File: src/design/npsjf_pkg.sv
// Shared constants and types of the non-preemptive shortest-job-first scheduler.
package npsjf_pkg;

   localparam int MAX_JOBS    = 16;
   localparam int IDX_W       = (MAX_JOBS > 1) ? $clog2(MAX_JOBS) : 1;
   localparam int CNT_W       = $clog2(MAX_JOBS + 1);
   localparam int IN_TIME_W   = 16;
   localparam int ENTRY_W     = 2 * IN_TIME_W;
   localparam int CLK_W       = $clog2((MAX_JOBS + 1) * (2 ** IN_TIME_W - 1) + 1);
   localparam int OUT_TIME_W  = 21;
   localparam int JOB_INDEX_W = 4;

   typedef enum logic [2:0] {
      ST_LOAD   = 3'b001,
      ST_SCAN   = 3'b010,
      ST_DECIDE = 3'b100
   } state_type;

endpackage

File: src/design/npsjf_req_if.sv
// Job transaction channel: one job with its arrival and burst times.
interface npsjf_req_if;
   import npsjf_pkg::*;

   logic                 valid;
   logic                 ready;
   logic [IN_TIME_W-1:0] arrival_time;
   logic [IN_TIME_W-1:0] burst_time;
   logic                 is_last;

   modport source (output valid, output arrival_time, output burst_time, output is_last,
                   input ready);
   modport sink   (input valid, input arrival_time, input burst_time, input is_last,
                   output ready);
endinterface

File: src/design/npsjf_rsp_if.sv
// Result transaction channel: one scheduled job with its timing figures.
interface npsjf_rsp_if;
   import npsjf_pkg::*;

   logic                   valid;
   logic                   ready;
   logic [JOB_INDEX_W-1:0] job_index;
   logic [OUT_TIME_W-1:0]  start_time;
   logic [OUT_TIME_W-1:0]  end_time;
   logic [OUT_TIME_W-1:0]  turnaround;
   logic [OUT_TIME_W-1:0]  waiting;
   logic                   overflow_flag;
   logic                   last_result;

   modport source (output valid, output job_index, output start_time, output end_time,
                   output turnaround, output waiting, output overflow_flag,
                   output last_result, input ready);
   modport sink   (input valid, input job_index, input start_time, input end_time,
                   input turnaround, input waiting, input overflow_flag,
                   input last_result, output ready);
endinterface

File: src/design/nonpreemptive_sjf_scheduler.sv
// Top level of the non-preemptive shortest-job-first scheduler.
// Jobs are loaded one transaction per cycle into a job memory of MAX_JOBS entries; jobs
// beyond that are dropped and flagged on every result of the set. The job that carries
// is_last starts scheduling, and no job is accepted until the last result of the set has
// been placed in the output register. Each scheduling decision sweeps the stored jobs one
// at a time through the registered memory read port and the arrival and burst compares;
// when no pending job has arrived yet, one extra sweep advances the clock to the earliest
// pending arrival. A result waiting in the output register does not stop the next sweep.
module nonpreemptive_sjf_scheduler (
   input  logic        clock,
   input  logic        reset,
   npsjf_req_if.sink   req_chan,
   npsjf_rsp_if.source rsp_chan
);
   import npsjf_pkg::*;

   logic [ENTRY_W-1:0] job_mem [MAX_JOBS];
   logic [ENTRY_W-1:0] mem_q_ff;

   state_type               state_ff, state_in;
   logic [CNT_W-1:0]        job_count_ff, job_count_in;
   logic                    dropped_ff, dropped_in;
   logic [CLK_W-1:0]        clock_ff, clock_in;
   logic [MAX_JOBS-1:0]     done_ff, done_in;
   logic [CNT_W-1:0]        finished_ff, finished_in;
   logic [CNT_W-1:0]        scan_cnt_ff, scan_cnt_in;
   logic                    rd_vld_ff;
   logic [IDX_W-1:0]        rd_idx_ff;
   logic                    found_ff, found_in;
   logic                    pend_ff, pend_in;
   logic [IN_TIME_W-1:0]    best_burst_ff, best_burst_in;
   logic [IN_TIME_W-1:0]    best_arr_ff, best_arr_in;
   logic [IDX_W-1:0]        best_idx_ff, best_idx_in;
   logic [IN_TIME_W-1:0]    next_arr_ff, next_arr_in;

   logic                    rsp_valid_ff, rsp_valid_in;
   logic [JOB_INDEX_W-1:0]  rsp_index_ff;
   logic [OUT_TIME_W-1:0]   rsp_start_ff, rsp_end_ff, rsp_tat_ff, rsp_wait_ff;
   logic                    rsp_ovf_ff, rsp_last_ff;

   logic                    req_accept, mem_we, issue, rsp_free, emit, emit_last;
   logic                    cand_live, arrived;
   logic [IN_TIME_W-1:0]    q_arr, q_bur;
   logic [CLK_W-1:0]        end_full, tat_full, wait_full;

   assign req_chan.ready = (state_ff == ST_LOAD);
   assign req_accept     = req_chan.valid && req_chan.ready;
   assign mem_we         = req_accept && (job_count_ff < CNT_W'(MAX_JOBS));
   assign issue          = (state_ff == ST_SCAN) && (scan_cnt_ff < job_count_ff);
   assign rsp_free       = !rsp_valid_ff || rsp_chan.ready;
   assign emit           = (state_ff == ST_DECIDE) && found_ff && rsp_free;
   assign emit_last      = emit && ((finished_ff + CNT_W'(1)) == job_count_ff);

   assign q_arr     = mem_q_ff[ENTRY_W-1:IN_TIME_W];
   assign q_bur     = mem_q_ff[IN_TIME_W-1:0];
   assign cand_live = rd_vld_ff && !done_ff[rd_idx_ff];
   assign arrived   = CLK_W'(q_arr) <= clock_ff;

   assign end_full  = clock_ff + CLK_W'(best_burst_ff);
   assign wait_full = clock_ff - CLK_W'(best_arr_ff);
   assign tat_full  = clock_ff + CLK_W'(best_burst_ff) - CLK_W'(best_arr_ff);

   always_ff @(posedge clock) begin
      if (mem_we) begin
         job_mem[job_count_ff[IDX_W-1:0]] <= {req_chan.arrival_time, req_chan.burst_time};
      end
      if (issue) begin
         mem_q_ff <= job_mem[scan_cnt_ff[IDX_W-1:0]];
      end
   end

   always_comb begin
      state_in      = state_ff;
      job_count_in  = job_count_ff;
      dropped_in    = dropped_ff;
      clock_in      = clock_ff;
      done_in       = done_ff;
      finished_in   = finished_ff;
      scan_cnt_in   = scan_cnt_ff;
      found_in      = found_ff;
      pend_in       = pend_ff;
      best_burst_in = best_burst_ff;
      best_arr_in   = best_arr_ff;
      best_idx_in   = best_idx_ff;
      next_arr_in   = next_arr_ff;

      case (state_ff)
         ST_LOAD: begin
            if (req_accept) begin
               if (mem_we) begin
                  job_count_in = job_count_ff + CNT_W'(1);
               end else begin
                  dropped_in = 1'b1;
               end
               if (req_chan.is_last && (job_count_in != '0)) begin
                  state_in    = ST_SCAN;
                  scan_cnt_in = '0;
                  found_in    = 1'b0;
                  pend_in     = 1'b0;
               end
            end
         end
         ST_SCAN: begin
            if (issue) begin
               scan_cnt_in = scan_cnt_ff + CNT_W'(1);
            end
            if (cand_live) begin
               if (!pend_ff || (q_arr < next_arr_ff)) begin
                  next_arr_in = q_arr;
                  pend_in     = 1'b1;
               end
               if (arrived && (!found_ff || (q_bur < best_burst_ff))) begin
                  best_burst_in = q_bur;
                  best_arr_in   = q_arr;
                  best_idx_in   = rd_idx_ff;
                  found_in      = 1'b1;
               end
            end
            if (!issue && !rd_vld_ff) begin
               state_in = ST_DECIDE;
            end
         end
         ST_DECIDE: begin
            if (!found_ff) begin
               clock_in    = CLK_W'(next_arr_ff);
               state_in    = ST_SCAN;
               scan_cnt_in = '0;
               pend_in     = 1'b0;
            end else if (rsp_free) begin
               done_in[best_idx_ff] = 1'b1;
               clock_in             = end_full;
               finished_in          = finished_ff + CNT_W'(1);
               if (finished_in == job_count_ff) begin
                  state_in     = ST_LOAD;
                  job_count_in = '0;
                  clock_in     = '0;
                  dropped_in   = 1'b0;
                  done_in      = '0;
                  finished_in  = '0;
               end else begin
                  state_in    = ST_SCAN;
                  scan_cnt_in = '0;
                  found_in    = 1'b0;
                  pend_in     = 1'b0;
               end
            end
         end
         default: begin
            state_in = ST_LOAD;
         end
      endcase

      rsp_valid_in = (rsp_valid_ff && !rsp_chan.ready) || emit;
   end

   always_ff @(posedge clock) begin
      if (reset) begin
         state_ff     <= ST_LOAD;
         job_count_ff <= '0;
         dropped_ff   <= 1'b0;
         clock_ff     <= '0;
         done_ff      <= '0;
         finished_ff  <= '0;
         scan_cnt_ff  <= '0;
         rd_vld_ff    <= 1'b0;
         found_ff     <= 1'b0;
         pend_ff      <= 1'b0;
         rsp_valid_ff <= 1'b0;
      end else begin
         state_ff     <= state_in;
         job_count_ff <= job_count_in;
         dropped_ff   <= dropped_in;
         clock_ff     <= clock_in;
         done_ff      <= done_in;
         finished_ff  <= finished_in;
         scan_cnt_ff  <= scan_cnt_in;
         rd_vld_ff    <= issue;
         found_ff     <= found_in;
         pend_ff      <= pend_in;
         rsp_valid_ff <= rsp_valid_in;
      end
   end

   always_ff @(posedge clock) begin
      rd_idx_ff     <= scan_cnt_ff[IDX_W-1:0];
      best_burst_ff <= best_burst_in;
      best_arr_ff   <= best_arr_in;
      best_idx_ff   <= best_idx_in;
      next_arr_ff   <= next_arr_in;
      if (emit) begin
         rsp_index_ff <= JOB_INDEX_W'(best_idx_ff);
         rsp_start_ff <= OUT_TIME_W'(clock_ff);
         rsp_end_ff   <= OUT_TIME_W'(end_full);
         rsp_tat_ff   <= OUT_TIME_W'(tat_full);
         rsp_wait_ff  <= OUT_TIME_W'(wait_full);
         rsp_ovf_ff   <= dropped_ff;
         rsp_last_ff  <= emit_last;
      end
   end

   assign rsp_chan.valid         = rsp_valid_ff;
   assign rsp_chan.job_index     = rsp_index_ff;
   assign rsp_chan.start_time    = rsp_start_ff;
   assign rsp_chan.end_time      = rsp_end_ff;
   assign rsp_chan.turnaround    = rsp_tat_ff;
   assign rsp_chan.waiting       = rsp_wait_ff;
   assign rsp_chan.overflow_flag = rsp_ovf_ff;
   assign rsp_chan.last_result   = rsp_last_ff;

   a_done_within_count: assert property (@(posedge clock) disable iff (reset)
      $countones(done_ff) <= job_count_ff)
      else $error("more jobs marked finished than are stored");

   a_pending_when_idle: assert property (@(posedge clock) disable iff (reset)
      (state_ff == ST_DECIDE) && !found_ff |-> pend_ff)
      else $error("no job eligible and none pending at a decision");

   a_pick_not_done: assert property (@(posedge clock) disable iff (reset)
      (state_ff == ST_DECIDE) && found_ff |-> !done_ff[best_idx_ff])
      else $error("a finished job was picked again");

   a_set_cleared: assert property (@(posedge clock) disable iff (reset)
      emit_last |=> (state_ff == ST_LOAD) && (job_count_ff == '0) && (done_ff == '0))
      else $error("set not cleared after its final transaction");

   a_clock_monotonic: assert property (@(posedge clock) disable iff (reset)
      (state_ff != ST_LOAD) |=> (state_ff == ST_LOAD) || (clock_ff >= $past(clock_ff)))
      else $error("schedule clock moved backward");

endmodule

File: src/flat_wrapper.sv
// flat-port wrapper written by rule: the top's interface ports become plain ports
module nonpreemptive_sjf_scheduler_flat import npsjf_pkg::*;
  (clock, reset, req_chan_valid, req_chan_arrival_time, req_chan_burst_time, req_chan_is_last, req_chan_ready, rsp_chan_valid, rsp_chan_job_index, rsp_chan_start_time, rsp_chan_end_time, rsp_chan_turnaround, rsp_chan_waiting, rsp_chan_overflow_flag, rsp_chan_last_result, rsp_chan_ready);
  npsjf_req_if req_chan_i ();
  npsjf_rsp_if rsp_chan_i ();
  input  logic clock;
  input  logic reset;
  input wire logic [$bits(req_chan_i.valid)-1:0] req_chan_valid;
  input wire logic [$bits(req_chan_i.arrival_time)-1:0] req_chan_arrival_time;
  input wire logic [$bits(req_chan_i.burst_time)-1:0] req_chan_burst_time;
  input wire logic [$bits(req_chan_i.is_last)-1:0] req_chan_is_last;
  output wire logic [$bits(req_chan_i.ready)-1:0] req_chan_ready;
  output wire logic [$bits(rsp_chan_i.valid)-1:0] rsp_chan_valid;
  output wire logic [$bits(rsp_chan_i.job_index)-1:0] rsp_chan_job_index;
  output wire logic [$bits(rsp_chan_i.start_time)-1:0] rsp_chan_start_time;
  output wire logic [$bits(rsp_chan_i.end_time)-1:0] rsp_chan_end_time;
  output wire logic [$bits(rsp_chan_i.turnaround)-1:0] rsp_chan_turnaround;
  output wire logic [$bits(rsp_chan_i.waiting)-1:0] rsp_chan_waiting;
  output wire logic [$bits(rsp_chan_i.overflow_flag)-1:0] rsp_chan_overflow_flag;
  output wire logic [$bits(rsp_chan_i.last_result)-1:0] rsp_chan_last_result;
  input wire logic [$bits(rsp_chan_i.ready)-1:0] rsp_chan_ready;
  assign req_chan_i.valid = req_chan_valid;
  assign req_chan_i.arrival_time = req_chan_arrival_time;
  assign req_chan_i.burst_time = req_chan_burst_time;
  assign req_chan_i.is_last = req_chan_is_last;
  assign req_chan_ready = req_chan_i.ready;
  assign rsp_chan_valid = rsp_chan_i.valid;
  assign rsp_chan_job_index = rsp_chan_i.job_index;
  assign rsp_chan_start_time = rsp_chan_i.start_time;
  assign rsp_chan_end_time = rsp_chan_i.end_time;
  assign rsp_chan_turnaround = rsp_chan_i.turnaround;
  assign rsp_chan_waiting = rsp_chan_i.waiting;
  assign rsp_chan_overflow_flag = rsp_chan_i.overflow_flag;
  assign rsp_chan_last_result = rsp_chan_i.last_result;
  assign rsp_chan_i.ready = rsp_chan_ready;
  nonpreemptive_sjf_scheduler u_core (.clock(clock), .reset(reset), .req_chan(req_chan_i), .rsp_chan(rsp_chan_i));
endmodule
File: config.mk
export PLATFORM = sky130hd
export DESIGN_NAME = nonpreemptive_sjf_scheduler_flat
export DESIGN_NICKNAME = d
export VERILOG_FILES = /design/src/design/npsjf_pkg.sv /design/src/design/npsjf_req_if.sv /design/src/design/npsjf_rsp_if.sv /design/src/design/nonpreemptive_sjf_scheduler.sv /design/src/flat_wrapper.sv
export SDC_FILE = /design/constraint.sdc
export NUM_CORES = 1
export LEC_CHECK = 0
export BUFFER_PORTS_ARGS = -buffer_cell sky130_fd_sc_hd__buf_4
export CAP_MARGIN = 15
export CORE_MARGIN = 5
export CORE_UTILIZATION = 55
export CTS_CLUSTER_SIZE = 14
export DETAILED_ROUTE_END_ITERATION = 16
export MAX_ROUTING_LAYER = met4
export PLACE_DENSITY = 0.75
export SYNTH_ARGS = -nofsm -noshare
export SYNTH_HDL_FRONTEND = slang
export SYNTH_SLANG_ARGS = --single-unit
File: constraint.sdc
create_clock -name clock -period 5.4 [get_ports clock]
set_input_delay 0.27 -clock clock [delete_from_list [all_inputs] [get_ports clock]]
set_output_delay 0.27 -clock clock [all_outputs]
set_load 0.02 [all_outputs]
Word-level counts from Yosys, hierarchy flattened
Memory sizes are Yosys's and may differ from the RTL's. A register that Yosys moved wholly into a read port is not among the register bits.
Cells that the tools add are included.
{ "totals": {"reg_bits": 206, "ramBits": 512, "in_bits": 37, "elab_cells": 146, "n_memories": 1} }
{ "memory_table": {"columns": ["memory", "words", "word_bits", "read_ports", "rd_ports_with_merged_regs", "wr", "line_no", "rtl"], "rows": [
  ["u_core.job_mem", 16, 32, 1, 1, 1, "nonpreemptive_sjf_scheduler.sv:17", "logic [ENTRY_W-1:0] job_mem [MAX_JOBS];"]
]} }
{ "op_classes": {"add_sub_neg": 6, "n_lt_le_gt_ge": 8, "eq_ne": 18, "muxes": 53, "bitwise": 1, "n_reduce_logical": 36} }
{ "op_table": {"columns": ["op", "count"], "rows": [
  ["two-way mux 5 bit", 14],
  ["two-way mux 21 bit", 3],
  ["subtractor 21 x 16 -> 21 bit", 2],
  ["< comparator 16 bit", 2],
  ["adder 21 x 16 -> 21 bit", 1],
  ["less-or-equal comparator 16 x 21 -> 1 bit", 1],
  ["two-way mux 1 bit", 21],
  ["two-way mux 16 bit", 1],
  ["!= test 2 bit (second input constant)", 8],
  ["bitwise OR 16 bit", 1],
  ["adder 5 x 1 -> 5 bit (second input constant)", 3],
  ["two-way mux 3 bit", 5],
  ["case mux 5 bit (3 select lines)", 1],
  ["logical AND 1 bit", 12],
  ["AND reduction 6 bit", 2],
  ["< comparator 4 x 5 -> 1 bit (second input constant)", 2],
  ["case mux 5 bit (2 select lines)", 1],
  ["AND reduction 5 bit", 2],
  ["case mux 3 bit (3 select lines)", 1],
  ["AND reduction 3 bit", 3],
  ["!= test 2 x 1 -> 1 bit (second input constant)", 4],
  ["logical NOT 1 bit", 7],
  ["AND reduction 7 bit", 1],
  ["!= test 3 bit (second input constant)", 2],
  ["18 further kinds", 22]
]} }

Longest topological paths before layout
{ "logic_depth": {"depth_word": 11, "depth_mapped": 18, "ltp_nobuf": 18} }

Worst setup path before layout
No wires, ideal clock.
{ "synth_timing": {"kind": "reg-to-reg", "from": "reg u_core.best_burst_ff[1]", "to": "reg u_core.best_arr_ff[0] (enable)", "arrival_ns": 4.579, "path_slack_ns": 0.337, "stages_incl_launch_ff": 11, "period_less_slack_ns": 5.063, "path_cell_list": "edfxtp_1 inv_1 ha_1 a21o_1 a21o_1 a21o_1 a21o_1 a21oi_1 o21ai_0 a221o_1 a211oi_1"} }
{ "synth_between": {"elab_chain_len": 4} }
{ "synth_rtl": {"columns": ["item", "line_no", "rtl"], "rows": [
  ["start: declaration", "nonpreemptive_sjf_scheduler.sv:31", "logic [IN_TIME_W-1:0] best_burst_ff, best_burst_in;"],
  ["start signal: assignment", "nonpreemptive_sjf_scheduler.sv:186", "best_burst_ff <= best_burst_in;"],
  ["< comparator 16 bit", "nonpreemptive_sjf_scheduler.sv:112", "if (arrived && (!found_ff || (q_bur < best_burst_ff))) begin"],
  ["logical OR 1 bit", "nonpreemptive_sjf_scheduler.sv:112", null],
  ["logical AND 1 bit", "nonpreemptive_sjf_scheduler.sv:112", null],
  ["AND reduction 3 bit (no source line)", null, null],
  ["end signal: assignment", "nonpreemptive_sjf_scheduler.sv:187", "best_arr_ff <= best_arr_in;"],
  ["end: declaration", "nonpreemptive_sjf_scheduler.sv:32", "logic [IN_TIME_W-1:0] best_arr_ff, best_arr_in;"]
]} }
No other way between the ends.
A chain may end at the register's enable or synchronous reset.

Worst setup path in the final report
{ "layout_timing": {"from": "reg u_core.best_burst_ff[0]", "to": "reg u_core.rsp_tat_ff[20], in the netlist u_core.rsp_chan.turnaround[20], data pin"} }
{ "layout_between": {"elab_chain_len": 2} }
{ "layout_rtl": {"columns": ["item", "line_no", "rtl"], "rows": [
  ["adder 21 x 16 -> 21 bit", null, null],
  ["via u_core.end_full[12]", "nonpreemptive_sjf_scheduler.sv:44", "logic [CLK_W-1:0] end_full, tat_full, wait_full;"],
  ["subtractor 21 x 16 -> 21 bit", "nonpreemptive_sjf_scheduler.sv:61", "assign tat_full = clock_ff + CLK_W'(best_burst_ff) - CLK_W'(best_arr_ff);"],
  ["via u_core.tat_full[20]", "nonpreemptive_sjf_scheduler.sv:44", null],
  ["end signal: assignment", "nonpreemptive_sjf_scheduler.sv:194", "rsp_tat_ff <= OUT_TIME_W'(tat_full);"],
  ["end: declaration", "nonpreemptive_sjf_scheduler.sv:38", "logic [OUT_TIME_W-1:0] rsp_start_ff, rsp_end_ff, rsp_tat_ff, rsp_wait_ff;"]
]} }
The timed path passes the listed nets, and every way through them passes these cells.

==> impl_metrics.tcl <==
set metrics [dict create \
    run_status "completed" \
    initial_core_utilization 0.553 \
    cp_cell_sequence "ha_1, inv_1, fa_1, nor2b_1, o2111ai_1, nand4_1, a41o_1, a21o_1, a21oi_1, xnor2_1, ha_1, or3_1, a221oi_1, nor3_1, a31o_2, nor2_1, nor4b_2, xor2_1" \
    grt_util_all_layers 0.227 \
    synth_fp_nets 1886 \
    clock-root-buffer "sky130_fd_sc_hd__clkbuf_16" \
    setup_tns_ns 0 \
    power.share.combinational 0.098 \
    clock_slew_seen_by_the_registers_of_the_worst_setup_and_hold_paths_ns 0.06 \
    clock-skew-final_ns 0.0315 \
    synth-simple-area-share 0.0391 \
    remaining_drc_errors 0 \
    hpwl_dp_microns 40300 \
    synth.lib_cells_used.distinct 70 \
    cpMostUsedCell "sky130_fd_sc_hd__ha_1" \
    critical-path-slowest-cell "sky130_fd_sc_hd__edfxtp_1" \
    worst_skew_pair_later_pin_latency_ns 0.61 \
    setup.worst_path.start "u_core.best_burst_ff[0]" \
    synth-seq-area-share 0.705 \
    ys.warnings.count 0 \
    timing_worst_setup_path_type "reg -> reg" \
    critical_path.endpoint_type "register" \
    leakage_uw 0.0121 \
    post_drt_wl_per_cell_microns 24.2 \
    area_growth_pct 15.0 \
    worst_r2r_endpoint "u_core.rsp_chan.turnaround[20]" \
    worst_ep_required_time_ns 5.74 \
    unrepaired_setup_endpoints_after_global_routing "no" \
    ys_seq_elements 750 \
    power.share.sequential 0.523 \
    critical_path.max_stage_delay_ns 0.40 \
    worst_hold_path.endpoint "u_core.rsp_chan.valid" \
    synth.avg_cell_area_sq_um 17.8 \
    crit_path_max_fanout 4 \
    antenna_found_initial 7 \
    regToRegStartpoint "u_core.best_burst_ff[0]" \
    power.switching_uw 2950 \
    mappedNetlistArea_sq_um 31100 \
    area_of_the_die_sq_um 61300 \
    final_antenna_net_count 0 \
    synth-edff-count 686 \
    synth_ff_type "sky130_fd_sc_hd__edfxtp_1" \
    final_hold_viol_count 0 \
    type_of_the_worst_min_delay_path "in -> reg" \
    finalCritPeriodShare 0.804 \
    drive_gt1_frac 0.234 \
    placement_row_count 87 \
    period_minus_slack_ns 4.34 \
    max_freq_mhz 230 \
    main_combinational_cell_family_by_area_after_synthesis "multiplexers" \
    synth_compound_area_frac 0.0571 \
    nFillCells 3875 \
    vias_per_cell 6.03 \
    final_max_slew_viols 0 \
    vdd.ir_drop.worst_mv 0.241 \
    p_clk_frac 0.379 \
    mux_cell_area_share_after_synthesis 0.120 \
    power_density_nw_per_um2 355 \
    detail_route.first_pass.iterations 5 \
    final_cell_area_sq_um 35700 \
    h-tree-depth 3 \
    setup_viol 0 \
    synthAdderAreaFrac 0.0438 \
    gr-total-overflow 0 \
    tritoncts "yes" \
    combined_area_of_the_multi_input_logic_cells_sq_um 8710 \
    replace_congestion 0.870 \
    drt-initial-drc-count 1700 \
    drt_wl_total_microns 67000 \
    worst_hold_startpoint "rsp_chan_ready" \
    grt_first_pass_wirelength_microns 103000 \
    netSwitchingFraction 0.233 \
    timing.max_slew.rel_slack 0.416 \
    ios 129 \
    area_post_placement_sq_um 33100 \
    cts_buffers 75 \
    die_height_microns 248 \
    fp.dieW_microns 248 \
    hold-path-cell-count 3 \
    via_count_of_the_first_global_routing_pass 17100 \
    design.core.area_sq_um 56200 \
    reg2reg_depth 18 \
    timing.critical_path.arrival_ns 4.68 \
    largest_net_degree_at_the_start_of_global_routing 71 \
    cts.sink_count 750 \
    layout.area.seq_sq_um 21900 \
    dr_total_vias 16700 \
    critical_path.startpoint_type "register" \
    slew_at_the_pin_with_the_worst_max_slew_slack_ns 0.876 \
    yosys.area_share.xor_xnor 0.0169 \
    p_int_uw 9730 \
    async_reset_ff_frac 0 \
    port_buffers 128 \
    post_cts.resized_instances 0 \
    timing.max_cap.violations 0 \
    post_synthesis_instance_total 1742 \
    finish.net_count 2091 \
    cts-root-to-sink-buffers 3 \
    worst_reg_to_reg_setup_slack_ns 1.06 \
]
==> through the flow <==
stage	hold slack (ns)	utilization	setup slack, ns	total power [uW]	instances
CTS	0.0287	0.635	1.10	12800	2762
floorplan	0.354	-	0.337	7530	1742
detailed placement	0.431	0.589	1.09	7970	2593
global route	0.0449	0.636	0.780	13100	2770
global placement	0.437	0.589	1.21	7920	2593
finish	0.0558	0.636	1.06	12700	2770
==> worst max-delay path: cells and delay by family (launching register included) <==
family,cells,cell delay [ns]
AO/OA/AOI/OAI,6,1.51
AND/OR/NAND/NOR,6,1.16
adder cells (fa/ha/maj),3,0.71
flip-flops,1,0.40
XOR/XNOR,2,0.23
buffers and inverters,1,0.08
==> synthesized netlist by cell type, types with 4 or more instances <==
cell / count / area (sq um)
sky130_fd_sc_hd__a211oi_1: 23 / 173
sky130_fd_sc_hd__a21o_1: 33 / 248
sky130_fd_sc_hd__a21oi_1: 72 / 360
sky130_fd_sc_hd__a221oi_1: 17 / 149
sky130_fd_sc_hd__a311oi_1: 5 / 43.8
sky130_fd_sc_hd__a31oi_1: 13 / 81.3
sky130_fd_sc_hd__and2_1: 5 / 31.3
sky130_fd_sc_hd__and3_1: 10 / 62.6
sky130_fd_sc_hd__buf_1: 16 / 60.1
sky130_fd_sc_hd__buf_2: 7 / 35.0
sky130_fd_sc_hd__clkbuf_1: 38 / 143
sky130_fd_sc_hd__dfxtp_1: 64 / 1280
sky130_fd_sc_hd__edfxtp_1: 686 / 20600
sky130_fd_sc_hd__ha_1: 104 / 1300
sky130_fd_sc_hd__inv_1: 86 / 323
sky130_fd_sc_hd__mux4_2: 165 / 3720
sky130_fd_sc_hd__nand2_1: 42 / 158
sky130_fd_sc_hd__nand2b_1: 17 / 106
sky130_fd_sc_hd__nand3_1: 14 / 70.1
sky130_fd_sc_hd__nand3b_1: 4 / 30.0
sky130_fd_sc_hd__nand4_1: 10 / 62.6
sky130_fd_sc_hd__nor2_1: 84 / 315
sky130_fd_sc_hd__nor2b_1: 13 / 81.3
sky130_fd_sc_hd__nor3_1: 27 / 135
sky130_fd_sc_hd__o2111ai_1: 4 / 35.0
sky130_fd_sc_hd__o21a_1: 14 / 105
sky130_fd_sc_hd__o21ai_0: 38 / 190
sky130_fd_sc_hd__o21bai_1: 7 / 52.6
sky130_fd_sc_hd__or3_1: 8 / 50.1
sky130_fd_sc_hd__xnor2_1: 42 / 368
sky130_fd_sc_hd__xor2_1: 16 / 140
==> state kept, by name (all words and copies together) (netlist names), 21 cells and up <==
signal                      flops
u_core.clock_ff                21
u_core.job_mem                512
u_core.mem_q_ff                32
u_core.rsp_chan.end_time       21
u_core.rsp_chan.start_time     21
u_core.rsp_chan.turnaround     21
u_core.rsp_chan.waiting        21
==> placed cells by master, fill, tap and decap left out, types with 4 or more instances in the layout <==
cell and instances:
sky130_fd_sc_hd__nand3b_1 4, sky130_fd_sc_hd__clkinv_1 16, sky130_fd_sc_hd__nor3_2 4, sky130_fd_sc_hd__inv_6 4
sky130_fd_sc_hd__and3_1 10, sky130_fd_sc_hd__mux4_2 165, sky130_fd_sc_hd__a211oi_1 21, sky130_fd_sc_hd__buf_4 157
sky130_fd_sc_hd__dfxtp_1 60, sky130_fd_sc_hd__a311oi_1 5, sky130_fd_sc_hd__nor3_1 23, sky130_fd_sc_hd__nor2_1 73
sky130_fd_sc_hd__and2_1 5, sky130_fd_sc_hd__nand3_1 14, sky130_fd_sc_hd__a221oi_1 17, sky130_fd_sc_hd__edfxtp_1 686
sky130_fd_sc_hd__clkbuf_16 75, sky130_fd_sc_hd__ha_1 104, sky130_fd_sc_hd__nor2_4 11, sky130_fd_sc_hd__dlygate4sd3_1 32
sky130_fd_sc_hd__o21ai_0 37, sky130_fd_sc_hd__a21oi_1 72, sky130_fd_sc_hd__nand4_1 10, sky130_fd_sc_hd__nand2_1 42
sky130_fd_sc_hd__clkbuf_1 15, sky130_fd_sc_hd__xnor2_1 42, sky130_fd_sc_hd__nor2b_1 13, sky130_fd_sc_hd__o21bai_1 7
sky130_fd_sc_hd__nand2b_1 17, sky130_fd_sc_hd__clkinv_2 20, sky130_fd_sc_hd__a31oi_1 13, sky130_fd_sc_hd__xor2_1 16
sky130_fd_sc_hd__diode_2 7, sky130_fd_sc_hd__inv_1 86, sky130_fd_sc_hd__a21o_1 33, sky130_fd_sc_hd__or3_1 8
sky130_fd_sc_hd__o21a_1 14, sky130_fd_sc_hd__o2111ai_1 4
==> routing by layer <==
metal	share of wire	up-vias	wire length, microns	GRT usage
met4	0.021	0	1420	0.0617
met3	0.065	105	4370	0.0382
met2	0.51	645	34200	0.379
li1	-	7408	-	-
met1	0.40	8536	27000	0.295
met5	0	-	0	-
==> cell families after synthesis <==
kind of cell,after synthesis
AND/OR/NAND/NOR,245
flip-flops,750
multiplexers,165
buffers and inverters,152
adder cells (fa/ha/maj),107
AO/OA/AOI/OAI,264
XOR/XNOR,59
==> layout make-up <==
cell class                      count  area share
Tap cell                          756      0.0265
Timing Repair Buffer              192      0.0432
Clock buffer                       93      0.0553
Sequential cell                   750       0.613
Clock inverter                     44     0.00823
Multi-Input combinational cell    840       0.244
Antenna cell                        7    0.000491
Inverter                           88     0.00928
==> repair_timing <==
item / in CTS / in global routing
setup buffers: 0 / 0
hold buffers: 32 / 0
endpoints found under the hold margin: 512 / 0
==> how the worst max path moves through the flow <==
stage | endpoint | depth (start not counted)
floorplan | u_core.best_arr_ff[0] | 10
global placement | u_core.rsp_chan.turnaround[20] | 18
detailed placement | u_core.rsp_chan.turnaround[20] | 18
CTS | u_core.rsp_chan.turnaround[20] | 18
global route | u_core.rsp_chan.turnaround[20] | 18
finish | u_core.rsp_chan.turnaround[20] | 18
==> power groups by stage <==
stage	Clock (uW)	Sequential (uW)	Combinational (uW)
floorplan	0	6730	810
global placement	0	6740	1180
detailed placement	0	6760	1210
CTS	4890	6630	1240
global route	5150	6650	1350
finish	4810	6630	1240
Note: power is estimated with default switching activity, not from simulation.
